`config.mk`:
```
export PLATFORM = sky130hd
export DESIGN_NAME = sorted_list_insert_remove_unit
export DESIGN_NICKNAME = d
export VERILOG_FILES = /design/src/hw/rtl/sli_pkg.sv /design/src/hw/rtl/sli_cell.sv /design/src/hw/rtl/sorted_list_insert_remove_unit.sv
export SDC_FILE = /design/constraint.sdc
export NUM_CORES = 2
export LEC_CHECK = 0
export BUFFER_PORTS_ARGS = -buffer_cell sky130_fd_sc_hd__buf_2
export CAP_MARGIN = 20
export CORE_UTILIZATION = 50
export CTS_CLUSTER_DIAMETER = 150
export DETAILED_ROUTE_END_ITERATION = 8
export PLACE_DENSITY = 0.65
export SYNTH_ARGS = -nofsm -noshare
export SYNTH_HDL_FRONTEND = slang
export SYNTH_SLANG_ARGS = --single-unit
```
`constraint.sdc`:
```
create_clock -name clk -period 4.3 [get_ports clk]
set_input_delay 0.86 -clock clk [delete_from_list [all_inputs] [get_ports clk]]
set_output_delay 0.86 -clock clk [all_outputs]
set_load 0.02 [all_outputs]
```
`src/hw/rtl/sli_pkg.sv`:
```
// ----------------------------------------------------------------------------
// sli_pkg: shared types and constants of the sorted list unit
// Opcodes, status codes, cell commands and the control word that the top
// level broadcasts to every cell of the chain.
// ----------------------------------------------------------------------------
package sli_pkg;

	// Field widths of one beat.
	localparam int unsigned VALUE_W  = 32;
	localparam int unsigned OPCODE_W = 2;
	localparam int unsigned STATUS_W = 2;
	localparam int unsigned COUNT_W  = 7;

	// Opcodes.
	localparam logic [OPCODE_W-1:0] OP_INSERT = 2'd0;
	localparam logic [OPCODE_W-1:0] OP_REMOVE = 2'd1;
	localparam logic [OPCODE_W-1:0] OP_DUMP   = 2'd2;

	// Status codes.
	localparam logic [STATUS_W-1:0] ST_OK        = 2'd0;
	localparam logic [STATUS_W-1:0] ST_NOT_FOUND = 2'd1;
	localparam logic [STATUS_W-1:0] ST_EMPTY     = 2'd2;
	localparam logic [STATUS_W-1:0] ST_FULL      = 2'd3;

	// Commands to the cells.
	localparam logic [1:0] CMD_HOLD   = 2'd0;
	localparam logic [1:0] CMD_INSERT = 2'd1;
	localparam logic [1:0] CMD_REMOVE = 2'd2;
	localparam logic [1:0] CMD_ROTATE = 2'd3;

	typedef logic signed [VALUE_W-1:0] value_t;

	// Broadcast control word for the chain.
	typedef struct packed {
		logic [1:0] cmd;
		value_t     key;
	} cell_ctl_t;

endpackage

```
`src/hw/rtl/sli_cell.sv`:
```
// ----------------------------------------------------------------------------
// sli_cell: one entry of the sorted chain
// Holds one value and its occupied flag, compares it with the broadcast key,
// and on command keeps it, takes the key, a neighbor's value or the head value.
// ----------------------------------------------------------------------------
module sli_cell (
	input  logic               clk,
	input  logic               arst_n,
	input  sli_pkg::cell_ctl_t ctl,
	input  sli_pkg::value_t    left_val,
	input  logic               left_occ,
	input  logic               left_lt,
	input  sli_pkg::value_t    right_val,
	input  logic               right_occ,
	input  sli_pkg::value_t    head_val,
	output sli_pkg::value_t    val,
	output logic               occ,
	output logic               lt,
	output logic               eq
);

	sli_pkg::value_t val_q;
	logic            occ_q;
	logic            lt_q;
	logic            eq_q;

	// Compare flags, taken every cycle against the current key.
	always_ff @(posedge clk or negedge arst_n) begin
		if (!arst_n) begin
			lt_q <= 1'b0;
			eq_q <= 1'b0;
		end else begin
			lt_q <= occ_q && (val_q < ctl.key);
			eq_q <= occ_q && (val_q == ctl.key);
		end
	end

	// Occupied flag; the occupied cells always form a prefix of the chain.
	always_ff @(posedge clk or negedge arst_n) begin
		if (!arst_n) begin
			occ_q <= 1'b0;
		end else begin
			case (ctl.cmd)
				sli_pkg::CMD_INSERT: begin
					occ_q <= occ_q | left_occ;
				end
				sli_pkg::CMD_REMOVE: begin
					if (!lt_q) begin
						occ_q <= right_occ;
					end
				end
				default: begin
					occ_q <= occ_q;
				end
			endcase
		end
	end

	// Insert/remove shift cells not below the key by one; rotate wraps.
	always_ff @(posedge clk) begin
		case (ctl.cmd)
			sli_pkg::CMD_INSERT: begin
				if (!lt_q) begin
					val_q <= left_lt ? ctl.key : left_val;
				end
			end
			sli_pkg::CMD_REMOVE: begin
				if (!lt_q) begin
					val_q <= right_val;
				end
			end
			sli_pkg::CMD_ROTATE: begin
				val_q <= right_occ ? right_val : head_val;
			end
			default: begin
				val_q <= val_q;
			end
		endcase
	end

	assign val = val_q;
	assign occ = occ_q;
	assign lt  = lt_q;
	assign eq  = eq_q;

endmodule

```
`src/hw/rtl/sorted_list_insert_remove_unit.sv`:
```
// ----------------------------------------------------------------------------
// sorted_list_insert_remove_unit: bounded sorted table of signed words
// A chain of DEPTH compare-and-shift cells keeps the values in ascending
// order; inserts and removes move all cells at once, a dump rotates the chain.
// ----------------------------------------------------------------------------
//  Channel   Handshake              Fields
//  command   start / busy           opcode, value
//  result    result_strobe          status, element, stored_count, last
//
//  Insert and remove pass the latch, the cell compares and the shift before
//  the result beat. Unused opcodes, refused inserts, removes from an empty
//  table and a dump of an empty table answer from the compare state.
//  A dump of N stored values gives N beats, one beat per cycle as the
//  chain rotates. Reset clears the count and the occupied flags.
//  The receiver cannot stall; busy falls in the cycle that carries the last beat.
// ----------------------------------------------------------------------------
module sorted_list_insert_remove_unit #(
	parameter int unsigned DEPTH = 16
) (
	input  logic                                clk,
	input  logic                                arst_n,
	input  logic                                start,
	output logic                                busy,
	input  logic [sli_pkg::OPCODE_W-1:0]        opcode,
	input  logic signed [sli_pkg::VALUE_W-1:0]  value,
	output logic                                result_strobe,
	output logic [sli_pkg::STATUS_W-1:0]        status,
	output logic signed [sli_pkg::VALUE_W-1:0]  element,
	output logic [sli_pkg::COUNT_W-1:0]         stored_count,
	output logic                                last
);

	localparam int unsigned CW = $clog2(DEPTH + 1);
	localparam logic [CW-1:0] DEPTH_C = CW'(DEPTH);
	localparam logic [CW-1:0] ONE_C   = CW'(1);

	localparam logic [1:0] S_IDLE  = 2'd0;
	localparam logic [1:0] S_CMP   = 2'd1;
	localparam logic [1:0] S_APPLY = 2'd2;
	localparam logic [1:0] S_DUMP  = 2'd3;

	logic [1:0]                   state_q;
	logic [1:0]                   state_d;
	logic [sli_pkg::OPCODE_W-1:0] op_q;
	sli_pkg::value_t              key_q;
	logic [CW-1:0]                count_q;
	logic [CW-1:0]                count_d;
	logic [CW-1:0]                idx_q;
	logic [CW-1:0]                idx_d;
	sli_pkg::cell_ctl_t           ctl;
	logic                         found;

	// Result register.
	logic                         strobe_q;
	logic                         strobe_d;
	logic [sli_pkg::STATUS_W-1:0] status_q;
	logic [sli_pkg::STATUS_W-1:0] status_d;
	sli_pkg::value_t              element_q;
	sli_pkg::value_t              element_d;
	logic [CW-1:0]                rcount_q;
	logic [CW-1:0]                rcount_d;
	logic                         last_q;
	logic                         last_d;

	// Chain signals with a sentinel at each end: index 0 is left of cell 0,
	// index DEPTH+1 is right of the last cell.
	sli_pkg::value_t val_x [DEPTH+2];
	logic [DEPTH+1:0] occ_x;
	logic [DEPTH:0]   lt_x;
	logic [DEPTH-1:0] eq_w;

	assign val_x[0]       = '0;
	assign occ_x[0]       = 1'b1;
	assign lt_x[0]        = 1'b1;
	assign val_x[DEPTH+1] = '0;
	assign occ_x[DEPTH+1] = 1'b0;

	// The cell chain.
	for (genvar i = 0; i < DEPTH; i++) begin : g_cell
		sli_cell u_cell (
			.clk       (clk),
			.arst_n    (arst_n),
			.ctl       (ctl),
			.left_val  (val_x[i]),
			.left_occ  (occ_x[i]),
			.left_lt   (lt_x[i]),
			.right_val (val_x[i+2]),
			.right_occ (occ_x[i+2]),
			.head_val  (val_x[1]),
			.val       (val_x[i+1]),
			.occ       (occ_x[i+1]),
			.lt        (lt_x[i+1]),
			.eq        (eq_w[i])
		);
	end

	// The value is present if any cell matched the key.
	assign found = |eq_w;

	// Sequencer and result selection.
	always_comb begin
		state_d   = state_q;
		count_d   = count_q;
		idx_d     = idx_q;
		ctl.cmd   = sli_pkg::CMD_HOLD;
		ctl.key   = key_q;
		strobe_d  = 1'b0;
		status_d  = sli_pkg::ST_OK;
		element_d = '0;
		rcount_d  = count_q;
		last_d    = 1'b1;
		case (state_q)
			S_IDLE: begin
				if (start) begin
					state_d = S_CMP;
				end
			end
			S_CMP: begin
				state_d  = S_IDLE;
				strobe_d = 1'b1;
				case (op_q)
					sli_pkg::OP_INSERT: begin
						if (count_q == DEPTH_C) begin
							status_d = sli_pkg::ST_FULL;
						end else begin
							state_d  = S_APPLY;
							strobe_d = 1'b0;
						end
					end
					sli_pkg::OP_REMOVE: begin
						if (count_q == '0) begin
							status_d = sli_pkg::ST_EMPTY;
						end else begin
							state_d  = S_APPLY;
							strobe_d = 1'b0;
						end
					end
					sli_pkg::OP_DUMP: begin
						if (count_q == '0) begin
							status_d = sli_pkg::ST_EMPTY;
						end else begin
							state_d  = S_DUMP;
							strobe_d = 1'b0;
							idx_d    = '0;
						end
					end
					default: begin
						status_d = sli_pkg::ST_OK;
					end
				endcase
			end
			S_APPLY: begin
				state_d  = S_IDLE;
				strobe_d = 1'b1;
				if (op_q == sli_pkg::OP_INSERT) begin
					ctl.cmd  = sli_pkg::CMD_INSERT;
					count_d  = count_q + ONE_C;
				end else if (found) begin
					ctl.cmd  = sli_pkg::CMD_REMOVE;
					count_d  = count_q - ONE_C;
				end else begin
					status_d = sli_pkg::ST_NOT_FOUND;
				end
				rcount_d = count_d;
			end
			S_DUMP: begin
				ctl.cmd   = sli_pkg::CMD_ROTATE;
				strobe_d  = 1'b1;
				element_d = val_x[1];
				last_d    = (idx_q == count_q - ONE_C);
				idx_d     = idx_q + ONE_C;
				if (last_d) begin
					state_d = S_IDLE;
				end
			end
			default: begin
				state_d = S_IDLE;
			end
		endcase
	end

	// Control registers.
	always_ff @(posedge clk or negedge arst_n) begin
		if (!arst_n) begin
			state_q  <= S_IDLE;
			count_q  <= '0;
			idx_q    <= '0;
			strobe_q <= 1'b0;
		end else begin
			state_q  <= state_d;
			count_q  <= count_d;
			idx_q    <= idx_d;
			strobe_q <= strobe_d;
		end
	end

	// Command latch and result payload.
	always_ff @(posedge clk) begin
		if (state_q == S_IDLE && start) begin
			op_q  <= opcode;
			key_q <= value;
		end
		status_q  <= status_d;
		element_q <= element_d;
		rcount_q  <= rcount_d;
		last_q    <= last_d;
	end

	assign busy          = (state_q != S_IDLE);
	assign result_strobe = strobe_q;
	assign status        = status_q;
	assign element       = element_q;
	assign stored_count  = sli_pkg::COUNT_W'(rcount_q);
	assign last          = last_q;

endmodule

```
**Word-level counts from Yosys, hierarchy flattened**

Cells that the tools add are included.

- Bits in registers: 647
- Input port bits: 37
- Output and inout port bits: 44
- Logic and storage cells: 384

- Add/sub/neg operators: 3
- $lt $le $gt $ge: 16
- Eq/ne operators: 63
- Multiplexer cells: 136
- Bitwise logic cells: 15
- Reductions and logical operators: 77

Operator list:

| cell | number |
|---|---|
| 32-bit 2-to-1 mux | 62 |
| 32-bit one-hot mux with 3 select lines | 16 |
| 32-bit == test | 16 |
| 32-bit < comparator | 16 |
| 2-bit != test (second input constant) | 36 |
| 3-bit AND reduction | 16 |
| 1-bit one-hot mux with 2 select lines | 18 |
| 2-bit AND reduction | 17 |
| 1-bit logical AND | 33 |
| 5-bit 2-to-1 mux | 5 |
| 1-bit 2-to-1 mux | 20 |
| 2-bit 2-to-1 mux | 9 |
| 16-bit OR reduction | 1 |
| 1-bit OR | 15 |
| 2-bit one-hot mux with 2 select lines | 3 |
| 5-bit by 1-bit adder with 5-bit output (second input constant) | 2 |
| 2-bit == test (second input constant) | 5 |
| 5-bit one-hot mux with 2 select lines | 1 |
| 2-bit one-hot mux with 4 select lines | 1 |
| 2-bit by 1-bit == test with 1-bit output (second input constant) | 3 |
| 2-bit one-hot mux with 3 select lines | 1 |
| 2-bit nonzero test | 3 |
| 5-bit == test | 1 |
| 5-bit == test (second input constant) | 1 |
| other kinds (7) | 9 |

**Longest topological paths before layout**

- Depth after elaboration: 7
- Gate-level depth with buffers: 11
- Depth with buffers taken out: 8

**Hierarchy**

A second synthesis with hierarchy kept.

- Cell total of the unflattened synthesis: 5159
- Area total of the unflattened synthesis: 50219.4 sq um

Modules (own cells, without submodules):

| module | times used | cells an instance | area an instance (sq um) | sequential area each (sq um) |
|---|---|---|---|---|
| sli_cell at g_cell[0].u_cell ... | 14 | 308 | 2944.1 | 1036.0 |
| sli_cell at g_cell[8].u_cell ... | 2 | 303 | 2902.8 | 1036.0 |
| sorted_list_insert_remove_unit | 1 | 241 | 3196.8 | 2147.1 |

**Least setup slack after synthesis**

OpenSTA, ideal clock, no wires.

- Path type: register -> register
- Start point: register op_q[0] (netlist name)
- End point: register g_cell[0].u_cell.val_q[0], enable pin
- Library setup time: 0.432 ns
- Arrival: 2.941 ns
- Data required time: 3.868 ns
- Slack: 0.927 ns
- Stages on the path, launching flop included: 9
- Buffers on the path: 2
- Period minus slack after synthesis: 3.373 ns
- Cell sequence: edfxtp_1 inv_1 ha_1 clkbuf_1 o21ai_0 buf_2 nor2_1 nor2_1 a21oi_1

- Cells in the longest elaborated chain, start to end: 6
- Elaborated cells on any way between the ends: 11
- Classes of those cells: eq/ne: 6; mux: 2; reduce/logical: 3

Ends and longest elaborated chain:

| what | RTL line | RTL |
|---|---|---|
| from (decl) | sorted_list_insert_remove_unit.sv:44 | `logic [sli_pkg::OPCODE_W-1:0] op_q;` |
| from (signal assigned) | sorted_list_insert_remove_unit.sv:200 | `op_q <= opcode;` |
| 2-bit logical NOT * | sorted_list_insert_remove_unit.sv:155 | `if (op_q == sli_pkg::OP_INSERT) begin` |
| 2-bit 2-to-1 mux * | sorted_list_insert_remove_unit.sv:155 |  |
| 2-bit one-hot mux with 2 select lines * | sorted_list_insert_remove_unit.sv:112 | `case (state_q)` |
| 2-bit == test / 2-bit by 1-bit == test with 1-bit output (equally long branches) | sli_cell.sv:61 | `case (ctl.cmd)` |
| 2-bit != test (no line), or another cell as far along | n/a |  |
| 4-bit AND reduction (no line) * | n/a |  |
| to (signal assigned) | sli_cell.sv:64 | `val_q <= left_lt ? ctl.key : left_val;` |
| to (signal assigned) | sli_cell.sv:69 | `val_q <= right_val;` |
| to (signal assigned) | sli_cell.sv:73 | `val_q <= right_occ ? right_val : head_val;` |
| to (decl) | sli_cell.sv:22 | `sli_pkg::value_t val_q;` |

Mark *: on every way between the ends. The rest lies on a longest branch, timed or not.
A chain may end at the register's enable or synchronous reset.

**Final worst setup path**

- Start point: register key_q[30]
- End point: register g_cell[1].u_cell.eq_q

- Cells in the longest elaborated chain, start to end: 2

Ends and longest elaborated chain:

| what | RTL line | RTL |
|---|---|---|
| from (decl) | sorted_list_insert_remove_unit.sv:45 | `sli_pkg::value_t key_q;` |
| from (signal assigned) | sorted_list_insert_remove_unit.sv:201 | `key_q <= value;` |
| 32-bit == test | sli_cell.sv:34 | `eq_q <= occ_q && (val_q == ctl.key);` |
| 1-bit logical AND | sli_cell.sv:34 |  |
| to (signal assigned) | sli_cell.sv:34 |  |
| to (decl) | sli_cell.sv:25 | `logic eq_q;` |

No other way between the ends.

==> flow_summary.yaml <==
timing:
  maxSlewHeadroom_pct: 19.95
  drv_slew: 0
  max_freq_mhz: 254.1
  postLayoutSetupSlackWorst_ps: 365.1
  worst_pin_slew_ps: 1201
  fin_crit_sh_pct: 91.51
  rsz0062_at_grt: "false"
  finalHoldViolations: 0
  setup_viol: 0
  timing.final.crit_period_ps: 3935
  fin_worst_skew_ps: 27.99
logic_synthesis:
  syn-cell-area_mm2: 0.04952
  syn-mean-instance-area_um2: 10.75
  synth_cells: 4605
  ys_seq_area_share_pct: 37.81
  synth_top_family_by_area: "multiplexers"
  synth-xor-area-share_pct: 0.1945
  synth_top_cell_by_area: "edfxtp_1"
  async_reset_ff_share_pct: 9.428
  synthMuxAreaShare_pct: 20.28
  yosys_warnings: 0
  synth_top_area_share_pct: 33.11
  yosysMostFrequentCell: "edfxtp_1"
  synth-simple-area-share_pct: 5.932
  synth_seq_cells: 647
  synth-compound-area-share_pct: 18.29
  synthAdderAreaFrac_pct: 13.26
  synth_ff_type: "edfxtp_1"
  synth_area_leaders: "edfxtp_1, ha_1, mux2i_1"
  synth.distinct_cells: 60
  synth_edf_count: 546
  synth.top_cells.by_count: "edfxtp_1, ha_1, mux2i_1"
routing:
  via_per_inst: 6.790
  detail-route-antenna-nets: 0
  firstDrtPassIters: 6
  routed-via-count: 40083
  drcViolationCount: 0
  routed_wl_um: 169300
  routedWlPerCell_um: 28.69
  dr.first_iter.drc_count: 4415
worst_hold_path:
  holdCritPathClass: "input pin to async pin"
worst_setup_path:
  required_ps: 4810
  reg2reg_slack_ps: 370
  crit_fanout: 16
  critPathMaxStageDelay_ps: 1010
  critical_path_class: "register to register"
  startpoint_type: "register"
  cp_cell_sequence: "inv_1 -> ha_1 -> and4_1 -> nand2_1 -> nor4_1 -> nand2_1 -> nor3_1"
  slowest_stage: "nor4_1"
  cp.arrival_ps: 4440
  crit_top_cell: "nand2_1"
  end_kind: "register"
final_layout:
  final_core_util_pct: 54.81
  fin_area_mm2: 0.05386
  nets: 5117
  drive_gt1_share_pct: 18.89
  fillers: 8534
  area_delta_synth_final_pct: 8.767
clocking:
  clkSinkCount: 647
  clkLatencyLatePin_ps: 670
  hold_buffers: 0
  cts_tree: "yes"
  root_buffer: "clkbuf_16"
  cts.reportedPaths.clkPinSlew_ps: 60
  cts_resized: 0
  max-clock-path-buffers: 3
  cts_made_buffers: 79
  postCtsSetupBuffers: 0
  htree_levels: 3
placement:
  gp_congestion: 0.9424
  pre_cts_ws_ps: 555.7
  placed_area_mm2: 0.05132
  io_buffers: 78
  dpl.hpwl_um: 116400
global_routing:
  grt_max_degree: 145
  grt_pass1_vias: 38115
  grt_overflow: 0
  grt_util_all_layers_pct: 33.19
  antenna_found_initial: 7
  grt_pass1_wl_um: 250700
floorplanning:
  fp.dieH_um: 316.7
  core_area_mm2: 0.09828
  dieArea_mm2: 0.1003
  fp-row-count: 115
  initial_core_util_pct: 50.39
  boundaryPins: 81
  die_width_um: 316.7
pwr:
  ir_drop_uv: 408.0
  leakage_nw: 18.84
  cellPowerDensity_mw_per_mm2: 541.4
run_status:
  status: "completed"
run:
  maxCapViolations: 0
## power breakdown
group,switching (mW),internal [mW],leakage (nW),total [mW]
clock network,2.87,3.89,1.22,6.76
logic,7.29,4.32,11.5,11.6
registers,1.65,9.15,6.10,10.8
total,11.8,17.3,18.8,29.2
## worst paths after layout
path / startpoint / end / cells after the start
worst max register to register: key_q[30] / g_cell[1].u_cell.eq / 7
worst min-delay path: arst_n / idx_q[3] / 1
worst min register to register: idx_q[1] / idx_q[1] / 1
worst max-delay path: key_q[30] / g_cell[1].u_cell.eq / 7
min in group clk: opcode[0] / op_q[0] / 1
max in group asynchronous: arst_n / result_strobe / 2
## critical path, delay by kind of cell (launching register included)
family | cells | cell delay (ps)
simple gates | 5 | 2100
flops | 1 | 780
buf+inv | 1 | 450
fa+ha+maj | 1 | 430
## metal layers
layer | vias up | part of all wire, % | track usage, %
li1 | 17907 | - | -
met1 | 19927 | 42 | 45.83
met2 | 1888 | 45 | 51.46
met3 | 359 | 9.5 | 6.926
met4 | 2 | 3.5 | 11.69
met5 | - | 0.0053 | 0
## layout make-up
type                            count  area [um^2]  area share [%]
Timing Repair Buffer              235         1739           3.229
Inverter                           79        296.5          0.5505
Antenna cell                        1        2.502        0.004646
Sequential cell                   647        18760           34.83
Clock inverter                     27        229.0          0.4251
Clock buffer                      114         2271           4.216
Tap cell                         1287         1610           2.990
Multi-Input combinational cell   3513        28960           53.76
## stage by stage
step | total power, mW | cells | hold WS (ps) | setup TNS (ps)
after floorplan | 18.04 | 4606 | 496.2 | 0
after global placement | 21.93 | 5753 | 553.7 | -334.8
after detailed placement | 22.22 | 5759 | 556.7 | 0
after CTS | 28.96 | 5900 | 342.4 | 0
after global routing | 30.62 | 5902 | 359.2 | 0
final | 29.16 | 5903 | 351.2 | 0
## sequential cells by signal, summed over array words and instances, names as in the netlist
signal / flops
g_cell.u_cell.eq: 16
result_strobe: 1
state_q: 2
status: 2
rcount_q: 5
g_cell.u_cell.occ: 16
key_q: 32
g_cell.u_cell.val: 512
last: 1
count_q: 5
idx_q: 5
element: 32
op_q: 2
g_cell.u_cell.lt: 16
## cell usage in the layout, fill, tap and decap left out, types with 30 or more instances in the layout
master     count
edfxtp_1     546
ha_1         523
mux2i_1      514
a22oi_1      447
mux2_2       435
o21ai_0      301
o21ai_1      270
nand2_1      262
a21oi_1      218
buf_4        141
clkbuf_16     81
buf_2         80
inv_1         79
nand4_1       75
nand3_1       52
a21o_1        51
dfxtp_1       40
nor2_1        36
and2_1        33
dfrtp_1       32
o31ai_2       30
## cell families after synthesis
logic type / count (synthesis)
compound gates: 1436
buf+inv: 446
fa+ha+maj: 525
simple gates: 590
xor+xnor: 11
mux: 949
other cells: 1
flops: 647
Note: power is estimated with default switching activity, not from simulation.
